[config.mk]
export PLATFORM = sky130hd
export DESIGN_NAME = error_history_window_matcher_unit
export DESIGN_NICKNAME = d
export VERILOG_FILES = /design/src/design/ehwm_pkg.sv /design/src/design/ehwm_ring_mem.sv /design/src/design/ehwm_scan.sv /design/src/design/error_history_window_matcher_unit.sv
export SDC_FILE = /design/constraint.sdc
export NUM_CORES = 2
export LEC_CHECK = 0
export ABC_CLOCK_PERIOD_IN_PS = 43200
export BUFFER_PORTS_ARGS = -buffer_cell sky130_fd_sc_hd__buf_2
export CAP_MARGIN = 20
export CORE_ASPECT_RATIO = 1.5
export CORE_MARGIN = 3
export CORE_UTILIZATION = 35
export DETAILED_ROUTE_END_ITERATION = 6
export GPL_TIMING_DRIVEN = 0
export PLACE_DENSITY = 0.56
export REMOVE_ABC_BUFFERS = 1
export SLEW_MARGIN = 15
export SYNTH_ARGS = -nofsm -noshare
export SYNTH_HDL_FRONTEND = slang
export SYNTH_SLANG_ARGS = --single-unit
export TNS_END_PERCENT = 10
[constraint.sdc]
create_clock -name clock -period 43.2 [get_ports clock]
set_input_delay 0 -clock clock [delete_from_list [all_inputs] [get_ports clock]]
set_output_delay 0 -clock clock [all_outputs]
set_load 0.03 [all_outputs]
[src/design/ehwm_pkg.sv]
// ehwm_pkg: shared constants, register indexes, fsm and control types
// for the error history window matcher; no dependencies
package ehwm_pkg;

   // default build parameters
   localparam int DefWindowDepth = 16;
   localparam int DefMatchSlots  = 4;
   localparam int DefCodeBits    = 16;

   // fixed field widths
   localparam int RegCodes       = 4;
   localparam int CodeFieldBits  = 16;
   localparam int TimeBits       = 63;
   localparam int WindowSizeBits = 5;
   localparam int SetSizeBits    = 3;
   localparam int EntriesBits    = 5;
   localparam int CountBits      = 7;
   localparam int CsrDataBits    = 16;
   localparam int CsrIndexBits   = 3;

   // register indexes
   localparam logic [CsrIndexBits-1:0] CsrWindowSize = 3'd0;
   localparam logic [CsrIndexBits-1:0] CsrMatchA     = 3'd1;
   localparam logic [CsrIndexBits-1:0] CsrMatchB     = 3'd2;
   localparam logic [CsrIndexBits-1:0] CsrMatchC     = 3'd3;
   localparam logic [CsrIndexBits-1:0] CsrMatchD     = 3'd4;
   localparam logic [CsrIndexBits-1:0] CsrSetSize    = 3'd5;

   localparam logic [WindowSizeBits-1:0] WindowSizeReset = 5'd16;

   // request opcodes
   localparam logic OpAppend = 1'b0;
   localparam logic OpClear  = 1'b1;

   typedef enum logic [1:0] {
      ST_IDLE,
      ST_SCAN,
      ST_DRAIN,
      ST_FINISH
   } ehwm_state_type;

   // control from the sequencer to the scan accumulator
   typedef struct packed {
      logic clear;
      logic rd_en;
      logic rd_first;
   } ehwm_scan_ctrl_type;

endpackage

[src/design/ehwm_ring_mem.sv]
// ehwm_ring_mem: event ring storage, one write port and one registered read port
// no package dependencies
module ehwm_ring_mem #(
   parameter int DEPTH = 16,
   parameter int WIDTH = 79
) (
   input  logic                                 clock,
   input  logic                                 wr_en,
   input  logic [(DEPTH > 1 ? $clog2(DEPTH) : 1)-1:0] wr_addr,
   input  logic [WIDTH-1:0]                     wr_data,
   input  logic                                 rd_en,
   input  logic [(DEPTH > 1 ? $clog2(DEPTH) : 1)-1:0] rd_addr,
   output logic [WIDTH-1:0]                     rd_data
);

   logic [WIDTH-1:0] mem [DEPTH];

   // write port
   always_ff @(posedge clock) begin
      if (wr_en) begin
         mem[wr_addr] <= wr_data;
      end
   end

   // registered read port
   always_ff @(posedge clock) begin
      if (rd_en) begin
         rd_data <= mem[rd_addr];
      end
   end

endmodule

[src/design/ehwm_scan.sv]
// ehwm_scan: per-entry match counting and first/last/oldest capture over a ring scan
// depends on ehwm_pkg
module ehwm_scan #(
   parameter int WINDOW_DEPTH = 16,
   parameter int ACTIVE_SLOTS = 4,
   parameter int CODE_W       = 16
) (
   input  logic                                  clock,
   input  logic                                  reset,
   input  ehwm_pkg::ehwm_scan_ctrl_type          ctrl,
   input  logic [CODE_W-1:0]                     rd_code,
   input  logic [ehwm_pkg::TimeBits-1:0]         rd_time,
   input  logic [CODE_W-1:0]                     match_code [ACTIVE_SLOTS],
   input  logic [$clog2(ACTIVE_SLOTS+1)-1:0]     act_slots,
   output logic [$clog2(WINDOW_DEPTH*ACTIVE_SLOTS+1)-1:0] match_count,
   output logic                                  first_valid,
   output logic [CODE_W-1:0]                     first_code,
   output logic [ehwm_pkg::TimeBits-1:0]         first_time,
   output logic                                  last_valid,
   output logic [CODE_W-1:0]                     last_code,
   output logic [ehwm_pkg::TimeBits-1:0]         last_time,
   output logic [ehwm_pkg::TimeBits-1:0]         oldest_time
);
   import ehwm_pkg::*;

   localparam int AW   = $clog2(ACTIVE_SLOTS + 1);
   localparam int CntW = $clog2(WINDOW_DEPTH * ACTIVE_SLOTS + 1);

   logic            vld_ff, vld_in;
   logic            first_ff, first_in;
   logic [AW-1:0]   hits;
   logic [CntW-1:0] count_ff, count_in;
   logic            fv_ff, fv_in, lv_ff, lv_in;
   logic [CODE_W-1:0]   fc_ff, fc_in, lc_ff, lc_in;
   logic [TimeBits-1:0] ft_ff, ft_in, lt_ff, lt_in, ot_ff, ot_in;

   // read data arrives in the cycle after the read is issued
   assign vld_in   = ctrl.rd_en;
   assign first_in = ctrl.rd_en & ctrl.rd_first;

   always_ff @(posedge clock) begin
      if (reset) begin
         vld_ff   <= 1'b0;
         first_ff <= 1'b0;
      end else begin
         vld_ff   <= vld_in;
         first_ff <= first_in;
      end
   end

   // count active slots equal to this entry's code
   always_comb begin
      hits = '0;
      for (int j = 0; j < ACTIVE_SLOTS; j++) begin
         if (AW'(j) < act_slots && rd_code == match_code[j]) begin
            hits = hits + 1'b1;
         end
      end
   end

   // accumulate over the scan
   always_comb begin
      count_in = count_ff;
      fv_in    = fv_ff;
      fc_in    = fc_ff;
      ft_in    = ft_ff;
      lv_in    = lv_ff;
      lc_in    = lc_ff;
      lt_in    = lt_ff;
      ot_in    = ot_ff;
      if (ctrl.clear) begin
         count_in = '0;
         fv_in    = 1'b0;
         fc_in    = '0;
         ft_in    = '0;
         lv_in    = 1'b0;
         lc_in    = '0;
         lt_in    = '0;
         ot_in    = '0;
      end else if (vld_ff) begin
         count_in = count_ff + CntW'(hits);
         if (first_ff) begin
            ot_in = rd_time;
         end
         if (hits != '0) begin
            if (!fv_ff) begin
               fv_in = 1'b1;
               fc_in = rd_code;
               ft_in = rd_time;
            end
            lv_in = 1'b1;
            lc_in = rd_code;
            lt_in = rd_time;
         end
      end
   end

   always_ff @(posedge clock) begin
      if (reset) begin
         count_ff <= '0;
         fv_ff    <= 1'b0;
         lv_ff    <= 1'b0;
      end else begin
         count_ff <= count_in;
         fv_ff    <= fv_in;
         lv_ff    <= lv_in;
      end
   end

   always_ff @(posedge clock) begin
      fc_ff <= fc_in;
      ft_ff <= ft_in;
      lc_ff <= lc_in;
      lt_ff <= lt_in;
      ot_ff <= ot_in;
   end

   assign match_count = count_ff;
   assign first_valid = fv_ff;
   assign first_code  = fc_ff;
   assign first_time  = ft_ff;
   assign last_valid  = lv_ff;
   assign last_code   = lc_ff;
   assign last_time   = lt_ff;
   assign oldest_time = ot_ff;

endmodule

[src/design/error_history_window_matcher_unit.sv]
// error_history_window_matcher_unit: top level, csr bank, ring pointers, sequencer
// depends on ehwm_pkg, ehwm_ring_mem, ehwm_scan
//
//   channel  direction  handshake             payload
//   req      in         req_valid/req_stall   opcode, error_code, event_time
//   rsp      out        rsp_valid/rsp_stall   entries_held ... first_error_time
//   csr      in         csr_write             csr_index, csr_data
//
// an append steps through accept, one ring read per held entry, a drain state
// for the read latency and the result load; a clear goes from accept straight
// to the result load; the ring read port paces the scan of an append
// one request at a time; the next request is taken while a result waits
// a stalled result holds the sequencer in its load state until taken
// synchronous reset empties the window; the ring itself is not cleared
module error_history_window_matcher_unit #(
   parameter int WINDOW_DEPTH = ehwm_pkg::DefWindowDepth,
   parameter int MATCH_SLOTS  = ehwm_pkg::DefMatchSlots,
   parameter int CODE_BITS    = ehwm_pkg::DefCodeBits
) (
   input  logic                                 clock,
   input  logic                                 reset,
   input  logic                                 req_valid,
   output logic                                 req_stall,
   input  logic                                 req_opcode,
   input  logic [ehwm_pkg::CodeFieldBits-1:0]   req_error_code,
   input  logic [ehwm_pkg::TimeBits-1:0]        req_event_time,
   output logic                                 rsp_valid,
   input  logic                                 rsp_stall,
   output logic [ehwm_pkg::EntriesBits-1:0]     rsp_entries_held,
   output logic [ehwm_pkg::CountBits-1:0]       rsp_match_count,
   output logic                                 rsp_first_match_valid,
   output logic [ehwm_pkg::CodeFieldBits-1:0]   rsp_first_match_code,
   output logic [ehwm_pkg::TimeBits-1:0]        rsp_first_match_time,
   output logic                                 rsp_last_match_valid,
   output logic [ehwm_pkg::CodeFieldBits-1:0]   rsp_last_match_code,
   output logic [ehwm_pkg::TimeBits-1:0]        rsp_last_match_time,
   output logic [ehwm_pkg::TimeBits-1:0]        rsp_oldest_time,
   output logic [ehwm_pkg::TimeBits-1:0]        rsp_newest_time,
   output logic [ehwm_pkg::TimeBits-1:0]        rsp_first_error_time,
   input  logic                                 csr_write,
   input  logic [ehwm_pkg::CsrIndexBits-1:0]    csr_index,
   input  logic [ehwm_pkg::CsrDataBits-1:0]     csr_data
);
   import ehwm_pkg::*;

   localparam int SB        = CODE_BITS < CodeFieldBits ? CODE_BITS : CodeFieldBits;
   localparam int ActiveMax = MATCH_SLOTS < RegCodes ? MATCH_SLOTS : RegCodes;
   localparam int IW        = WINDOW_DEPTH > 1 ? $clog2(WINDOW_DEPTH) : 1;
   localparam int FW        = $clog2(WINDOW_DEPTH + 1);
   localparam int AW        = $clog2(ActiveMax + 1);
   localparam int CntW      = $clog2(WINDOW_DEPTH * ActiveMax + 1);
   localparam int EW        = FW > WindowSizeBits ? FW : WindowSizeBits;
   localparam int SW        = AW > SetSizeBits ? AW : SetSizeBits;
   localparam int MW        = SB + TimeBits;
   localparam logic [FW:0]   DepthSum = (FW+1)'(WINDOW_DEPTH);
   localparam logic [IW-1:0] LastIdx  = IW'(WINDOW_DEPTH - 1);

   // csr bank
   logic [WindowSizeBits-1:0] window_size_ff;
   logic [SB-1:0]             match_code_ff [ActiveMax];
   logic [SetSizeBits-1:0]    set_size_ff;
   logic [CsrIndexBits-1:0]   csr_slot;

   assign csr_slot = csr_index - CsrMatchA;

   always_ff @(posedge clock) begin
      if (reset) begin
         window_size_ff <= WindowSizeReset;
         set_size_ff    <= '0;
         for (int j = 0; j < ActiveMax; j++) begin
            match_code_ff[j] <= '0;
         end
      end else if (csr_write) begin
         case (csr_index)
            CsrWindowSize: begin
               window_size_ff <= csr_data[WindowSizeBits-1:0];
            end
            CsrMatchA, CsrMatchB, CsrMatchC, CsrMatchD: begin
               for (int j = 0; j < ActiveMax; j++) begin
                  if (csr_slot == CsrIndexBits'(j)) begin
                     match_code_ff[j] <= csr_data[SB-1:0];
                  end
               end
            end
            CsrSetSize: begin
               set_size_ff <= csr_data[SetSizeBits-1:0];
            end
            default: begin
            end
         endcase
      end
   end

   // active slot count, saturated to the slots built
   logic [AW-1:0] act_slots;
   assign act_slots = (SW'(set_size_ff) > SW'(ActiveMax)) ? AW'(ActiveMax)
                                                          : AW'(set_size_ff);

   // effective window, clamped to one .. depth
   logic [EW-1:0] ws_ext, eff_size;
   logic          window_full;
   always_comb begin
      ws_ext = EW'(window_size_ff);
      if (ws_ext == '0) begin
         eff_size = EW'(1);
      end else if (ws_ext > EW'(WINDOW_DEPTH)) begin
         eff_size = EW'(WINDOW_DEPTH);
      end else begin
         eff_size = ws_ext;
      end
   end

   // sequencer and ring pointers
   ehwm_state_type state_ff, state_in;
   logic [IW-1:0]  oldest_ff, oldest_in;
   logic [FW-1:0]  fill_ff, fill_in;
   logic [FW-1:0]  remain_ff, remain_in;
   logic [IW-1:0]  rd_addr_ff, rd_addr_in;
   logic [TimeBits-1:0] first_seen_ff, first_seen_in;
   logic [TimeBits-1:0] newest_ff, newest_in;
   logic           rsp_valid_ff, rsp_valid_in;
   logic           accept;
   logic           out_free;
   logic           load;
   logic [FW:0]    wr_sum;
   logic [IW-1:0]  wr_addr;
   logic [IW-1:0]  oldest_inc;
   logic           wr_en;
   ehwm_scan_ctrl_type scan_ctrl;

   assign accept      = req_valid & ~req_stall;
   assign out_free    = ~rsp_valid_ff | ~rsp_stall;
   assign window_full = EW'(fill_ff) >= eff_size;
   assign wr_sum      = (FW+1)'(oldest_ff) + (FW+1)'(fill_ff);
   assign wr_addr     = (wr_sum >= DepthSum) ? IW'(wr_sum - DepthSum) : IW'(wr_sum);
   assign oldest_inc  = (oldest_ff == LastIdx) ? '0 : oldest_ff + 1'b1;
   assign wr_en       = accept & (req_opcode == OpAppend);

   // next state
   always_comb begin
      state_in = state_ff;
      case (state_ff)
         ST_IDLE: begin
            if (accept) begin
               state_in = (req_opcode == OpClear) ? ST_FINISH : ST_SCAN;
            end
         end
         ST_SCAN: begin
            if (remain_ff == FW'(1)) begin
               state_in = ST_DRAIN;
            end
         end
         ST_DRAIN: begin
            state_in = ST_FINISH;
         end
         ST_FINISH: begin
            if (out_free) begin
               state_in = ST_IDLE;
            end
         end
         default: begin
            state_in = ST_IDLE;
         end
      endcase
   end

   // sequencer outputs
   always_comb begin
      req_stall          = 1'b1;
      load               = 1'b0;
      scan_ctrl.clear    = 1'b0;
      scan_ctrl.rd_en    = 1'b0;
      scan_ctrl.rd_first = 1'b0;
      case (state_ff)
         ST_IDLE: begin
            req_stall       = 1'b0;
            scan_ctrl.clear = req_valid;
         end
         ST_SCAN: begin
            scan_ctrl.rd_en    = 1'b1;
            scan_ctrl.rd_first = (remain_ff == fill_ff);
         end
         ST_FINISH: begin
            load = out_free;
         end
         default: begin
         end
      endcase
   end

   // pointer and history update
   always_comb begin
      oldest_in     = oldest_ff;
      fill_in       = fill_ff;
      remain_in     = remain_ff;
      rd_addr_in    = rd_addr_ff;
      first_seen_in = first_seen_ff;
      newest_in     = newest_ff;
      if (accept) begin
         if (req_opcode == OpClear) begin
            oldest_in     = '0;
            fill_in       = '0;
            first_seen_in = '0;
            newest_in     = '0;
         end else begin
            if (window_full) begin
               oldest_in = oldest_inc;
            end else begin
               fill_in = fill_ff + 1'b1;
            end
            if (fill_ff == '0) begin
               first_seen_in = req_event_time;
            end
            newest_in  = req_event_time;
            rd_addr_in = window_full ? oldest_inc : oldest_ff;
            remain_in  = window_full ? fill_ff : fill_ff + 1'b1;
         end
      end else if (state_ff == ST_SCAN) begin
         rd_addr_in = (rd_addr_ff == LastIdx) ? '0 : rd_addr_ff + 1'b1;
         remain_in  = remain_ff - 1'b1;
      end
   end

   always_ff @(posedge clock) begin
      if (reset) begin
         state_ff      <= ST_IDLE;
         oldest_ff     <= '0;
         fill_ff       <= '0;
         remain_ff     <= '0;
         rd_addr_ff    <= '0;
         first_seen_ff <= '0;
         newest_ff     <= '0;
      end else begin
         state_ff      <= state_in;
         oldest_ff     <= oldest_in;
         fill_ff       <= fill_in;
         remain_ff     <= remain_in;
         rd_addr_ff    <= rd_addr_in;
         first_seen_ff <= first_seen_in;
         newest_ff     <= newest_in;
      end
   end

   // event ring
   logic [MW-1:0] rd_data;

   ehwm_ring_mem #(
      .DEPTH (WINDOW_DEPTH),
      .WIDTH (MW)
   ) u_ring (
      .clock   (clock),
      .wr_en   (wr_en),
      .wr_addr (wr_addr),
      .wr_data ({req_error_code[SB-1:0], req_event_time}),
      .rd_en   (scan_ctrl.rd_en),
      .rd_addr (rd_addr_ff),
      .rd_data (rd_data)
   );

   // match scan
   logic [CntW-1:0]     sc_count;
   logic                sc_fv, sc_lv;
   logic [SB-1:0]       sc_fc, sc_lc;
   logic [TimeBits-1:0] sc_ft, sc_lt, sc_ot;

   ehwm_scan #(
      .WINDOW_DEPTH (WINDOW_DEPTH),
      .ACTIVE_SLOTS (ActiveMax),
      .CODE_W       (SB)
   ) u_scan (
      .clock       (clock),
      .reset       (reset),
      .ctrl        (scan_ctrl),
      .rd_code     (rd_data[MW-1:TimeBits]),
      .rd_time     (rd_data[TimeBits-1:0]),
      .match_code  (match_code_ff),
      .act_slots   (act_slots),
      .match_count (sc_count),
      .first_valid (sc_fv),
      .first_code  (sc_fc),
      .first_time  (sc_ft),
      .last_valid  (sc_lv),
      .last_code   (sc_lc),
      .last_time   (sc_lt),
      .oldest_time (sc_ot)
   );

   // result register
   logic [EntriesBits-1:0]   entries_ff;
   logic [CountBits-1:0]     count_ff;
   logic                     fv_ff, lv_ff;
   logic [CodeFieldBits-1:0] fc_ff, lc_ff;
   logic [TimeBits-1:0]      ft_ff, lt_ff, ot_ff, nt_ff, fe_ff;

   always_comb begin
      rsp_valid_in = rsp_valid_ff;
      if (load) begin
         rsp_valid_in = 1'b1;
      end else if (rsp_valid_ff && !rsp_stall) begin
         rsp_valid_in = 1'b0;
      end
   end

   always_ff @(posedge clock) begin
      if (reset) begin
         rsp_valid_ff <= 1'b0;
      end else begin
         rsp_valid_ff <= rsp_valid_in;
      end
   end

   always_ff @(posedge clock) begin
      if (load) begin
         entries_ff <= EntriesBits'(fill_ff);
         count_ff   <= CountBits'(sc_count);
         fv_ff      <= sc_fv;
         fc_ff      <= CodeFieldBits'(sc_fc);
         ft_ff      <= sc_ft;
         lv_ff      <= sc_lv;
         lc_ff      <= CodeFieldBits'(sc_lc);
         lt_ff      <= sc_lt;
         ot_ff      <= sc_ot;
         nt_ff      <= newest_ff;
         fe_ff      <= first_seen_ff;
      end
   end

   assign rsp_valid             = rsp_valid_ff;
   assign rsp_entries_held      = entries_ff;
   assign rsp_match_count       = count_ff;
   assign rsp_first_match_valid = fv_ff;
   assign rsp_first_match_code  = fc_ff;
   assign rsp_first_match_time  = ft_ff;
   assign rsp_last_match_valid  = lv_ff;
   assign rsp_last_match_code   = lc_ff;
   assign rsp_last_match_time   = lt_ff;
   assign rsp_oldest_time       = ot_ff;
   assign rsp_newest_time       = nt_ff;
   assign rsp_first_error_time  = fe_ff;

   // checks
   a_fill_bound: assert property (@(posedge clock) disable iff (reset)
      fill_ff <= FW'(WINDOW_DEPTH))
      else $error("fill level beyond ring depth");

   a_oldest_bound: assert property (@(posedge clock) disable iff (reset)
      oldest_ff <= LastIdx)
      else $error("oldest pointer beyond ring");

   a_scan_remain: assert property (@(posedge clock) disable iff (reset)
      state_ff == ST_SCAN |-> remain_ff != '0)
      else $error("scan running with no entries left");

   a_rsp_from_finish: assert property (@(posedge clock) disable iff (reset)
      $rose(rsp_valid_ff) |-> $past(state_ff == ST_FINISH))
      else $error("result raised outside load state");

   a_match_flags: assert property (@(posedge clock) disable iff (reset)
      sc_fv == sc_lv)
      else $error("first and last match flags disagree");

endmodule

==> run summary <==
Cell area after synthesis - 77300 um^2
GR Layer Usage met2 - 0.278
RD Place Congestion - 0.753
Postcts setup bufs - 0
Syn_area_per_cell - 19.3 um^2
Post-cts resize count - 0
Largest net degree at the start of global routing - 58
Pre-CTS WS - 37380 ps
DRC violations left - 0
Clk_skew - 59.9 ps
RSZ-0062 raised after global routing - no
CTS tree - done
Met1 Use GR - 0.234
Ports - 467
Synth Register Bits - 2153
Total GRT Usage - 0.171
Die Ht - 582 um
Ys Warns - 0
Die width - 390 um
Worst-path clk slew - 60 ps
Post-route cell area - 94800 um^2
Min-delay worst type - in2reg
Worst-Skew Late Latency - 870 ps
Final max-slew violation count - 0
Cell repeated most along the worst path - inv_1
Buf+Inv Stages, Crit Path - 5
CTS buffer count - 208
Worst Hold Slack - 84.1 ps
Worst R2R Start - u_ring.rd_data[76]
Leading area contributor after synthesis - edfxtp_1
Max-cap viol count - 0
Slowest CP cell - o31a_2
CP Class - reg2reg
CP Max Fanout - 42
Setup TNS - 0 ps
Final Worst Setup Slack - 37350 ps
Avg Vias per Cell - 5.16
Final period utilization - 0.135
Clock sink count - 2153
Clock tree buffer depth - 4
Nets - 4873
Detailed placer's ending HPWL - 126 mm
# hold bufs at CTS - 131
Top delay family on crit path - compound AO/OA/AOI/OAI gates
Core region area - 219000 um^2
Outcome - completed
Predominant post-synthesis flop cell - edfxtp_1
Cells along the critical path - xnor2_1 -> nand4_1 -> nor4_1 -> and3_1 -> inv_1 -> ha_1 -> inv_1 -> nand3_1 -> and2_1 -> inv_1 -> ha_1 -> or4b_1 -> a21oi_1 -> o21a_4 -> o31a_2 -> buf_12 -> buf_12 -> a22o_1
Slew @ Worst Pin - 1040 ps
P&R area growth vs syn - 22.6%
Non-filler cells, final - 7780
Vias in the first global route - 41.8k
Hold Vio Cnt, Final - 0
Grt ovf - 0
Placed cell area - 86500 um^2
Total number of vias - 40.1k
Crit-path max cell delay - 740 ps
Global-route wire length before repair - 286 mm
# placed instances - 7261
Starting Density - 0.353
Commonest cells post-synth - 1703 x edfxtp_1, 450 x dfxtp_1, 395 x mux4_2, 263 x nand2_1, 214 x a21oi_1
Global-route met3 utilization - 0.0338
Initial antenna violation count - 12
Max Clk Rate - 171 MHz
Mapped Cells - 3996
Crit. End Element - register
Gr busiest metal - met2
Worst VDD drop - 0.0394 mV
Die ar. - 227000 um^2
Hold path startpoint - csr_data[1]
Share of layout cells above drive strength 1 - 0.287
Slew margin rel. - 0.303
H-tree levels - 4
IO buf count - 466
Ranking of synthesized cells by area - edfxtp_1 66%, dfxtp_1 12%, mux4_2 12%
Number of distinct library cells after synthesis - 62
Post-synth ARST share - 0
Crit path time final - 5850 ps
Worst path required time - 43970 ps
Arrival time worst endpoint - 6610 ps
Count leader, synth - edfxtp_1
Leak - 31.1 nW
Startpoint Class - register
Post-synth EDFFs - 1703
Row cnt - 210
Total Wirelength - 197 mm
Sequential area share after synthesis - 0.778
Power density cells - 55.7 nW/um^2
DRT antenna net count - 0
Routed len/inst - 25.3 um
Crit path from - u_ring.rd_data[76]
Initial drt markers - 2774
Drt pass-1 iters - 5
Final setup viols - 0
Synth top area share - 0.662
Clock Tree Root - clkbuf_16
==> power breakdown <==
part	leakage, nW	total, W	internal (W)	switching (W)
clock network	3.43	0.00186	0.00107	0.000786
logic	8.50	0.000961	0.000435	0.000526
registers	19.1	0.00245	0.00237	0.0000796
total	31.1	0.00527	0.00388	0.00139
==> cell families after synthesis <==
logic type	Yosys count	share of synthesized area
compound gates	546	0.0465
buf+inv	259	0.0135
simple gates	503	0.0290
fa+ha+maj	28	0.00473
xor+xnor	86	0.00974
mux	421	0.118
flops	2153	0.778
==> tightest hold or removal path, stage by stage <==
cell,delay [ps]
dlygate4sd3_1,540
buf_2,210
nand2_1,90
a21oi_1,50
==> placed cells by master (no fill, tap or decap), types with 91 or more instances in the layout <==
master,n
o21ai_0,91
nand3_1,104
a22o_1,206
mux4_2,395
dfxtp_1,445
buf_2,465
dlygate4sd3_1,131
nand2_1,262
a21oi_1,213
clkbuf_16,219
edfxtp_1,1703
==> layout make-up <==
type / count / area, um^2
sequential: 2153 / 60200
multi-input combinational: 1584 / 16300
timing repair buffer: 777 / 7640
clock buffer: 288 / 6030
fill: 18953 / 124000
clock inverter: 92 / 952
tap: 2862 / 3580
inverter: 17 / 68.8
antenna: 7 / 17.5
==> flip-flops by register name (all words and copies together), names as in the netlist, 63 cells and up <==
name,cells
first_seen_ff,63
match_code_ff,64
newest_ff,63
rsp_first_error_time,63
rsp_first_match_time,63
rsp_last_match_time,63
rsp_newest_time,63
rsp_oldest_time,63
u_ring.mem,1264
u_ring.rd_data,79
u_scan.first_time,63
u_scan.last_time,63
u_scan.oldest_time,63
==> worst paths after layout <==
path                              endpoint  slack, ps  cells after the start
setup / recovery     u_scan.first_time[43]      37350                     18
hold / removal           match_code_ff[49]         80                      4
setup reg to reg     u_scan.first_time[43]      37350                     18
hold reg to reg   rsp_first_match_time[53]        390                      0
==> metal layers <==
layer / routed length (um) / share of wire
met2: 94300 / 0.48
met3: 11200 / 0.057
met4: 5230 / 0.027
met5: 21 / 0.00011
met1: 86000 / 0.44
==> per-stage QoR <==
stage | total power [W] | utilization
5_1_grt | 0.00548 | 0.433
2_1_floorplan | 0.00341 | -
3_5_place_dp | 0.00347 | 0.395
6_report | 0.00527 | 0.433
4_1_cts | 0.00536 | 0.433
3_3_place_gp | 0.00396 | 0.376
(Power assumes the default switching activity.)
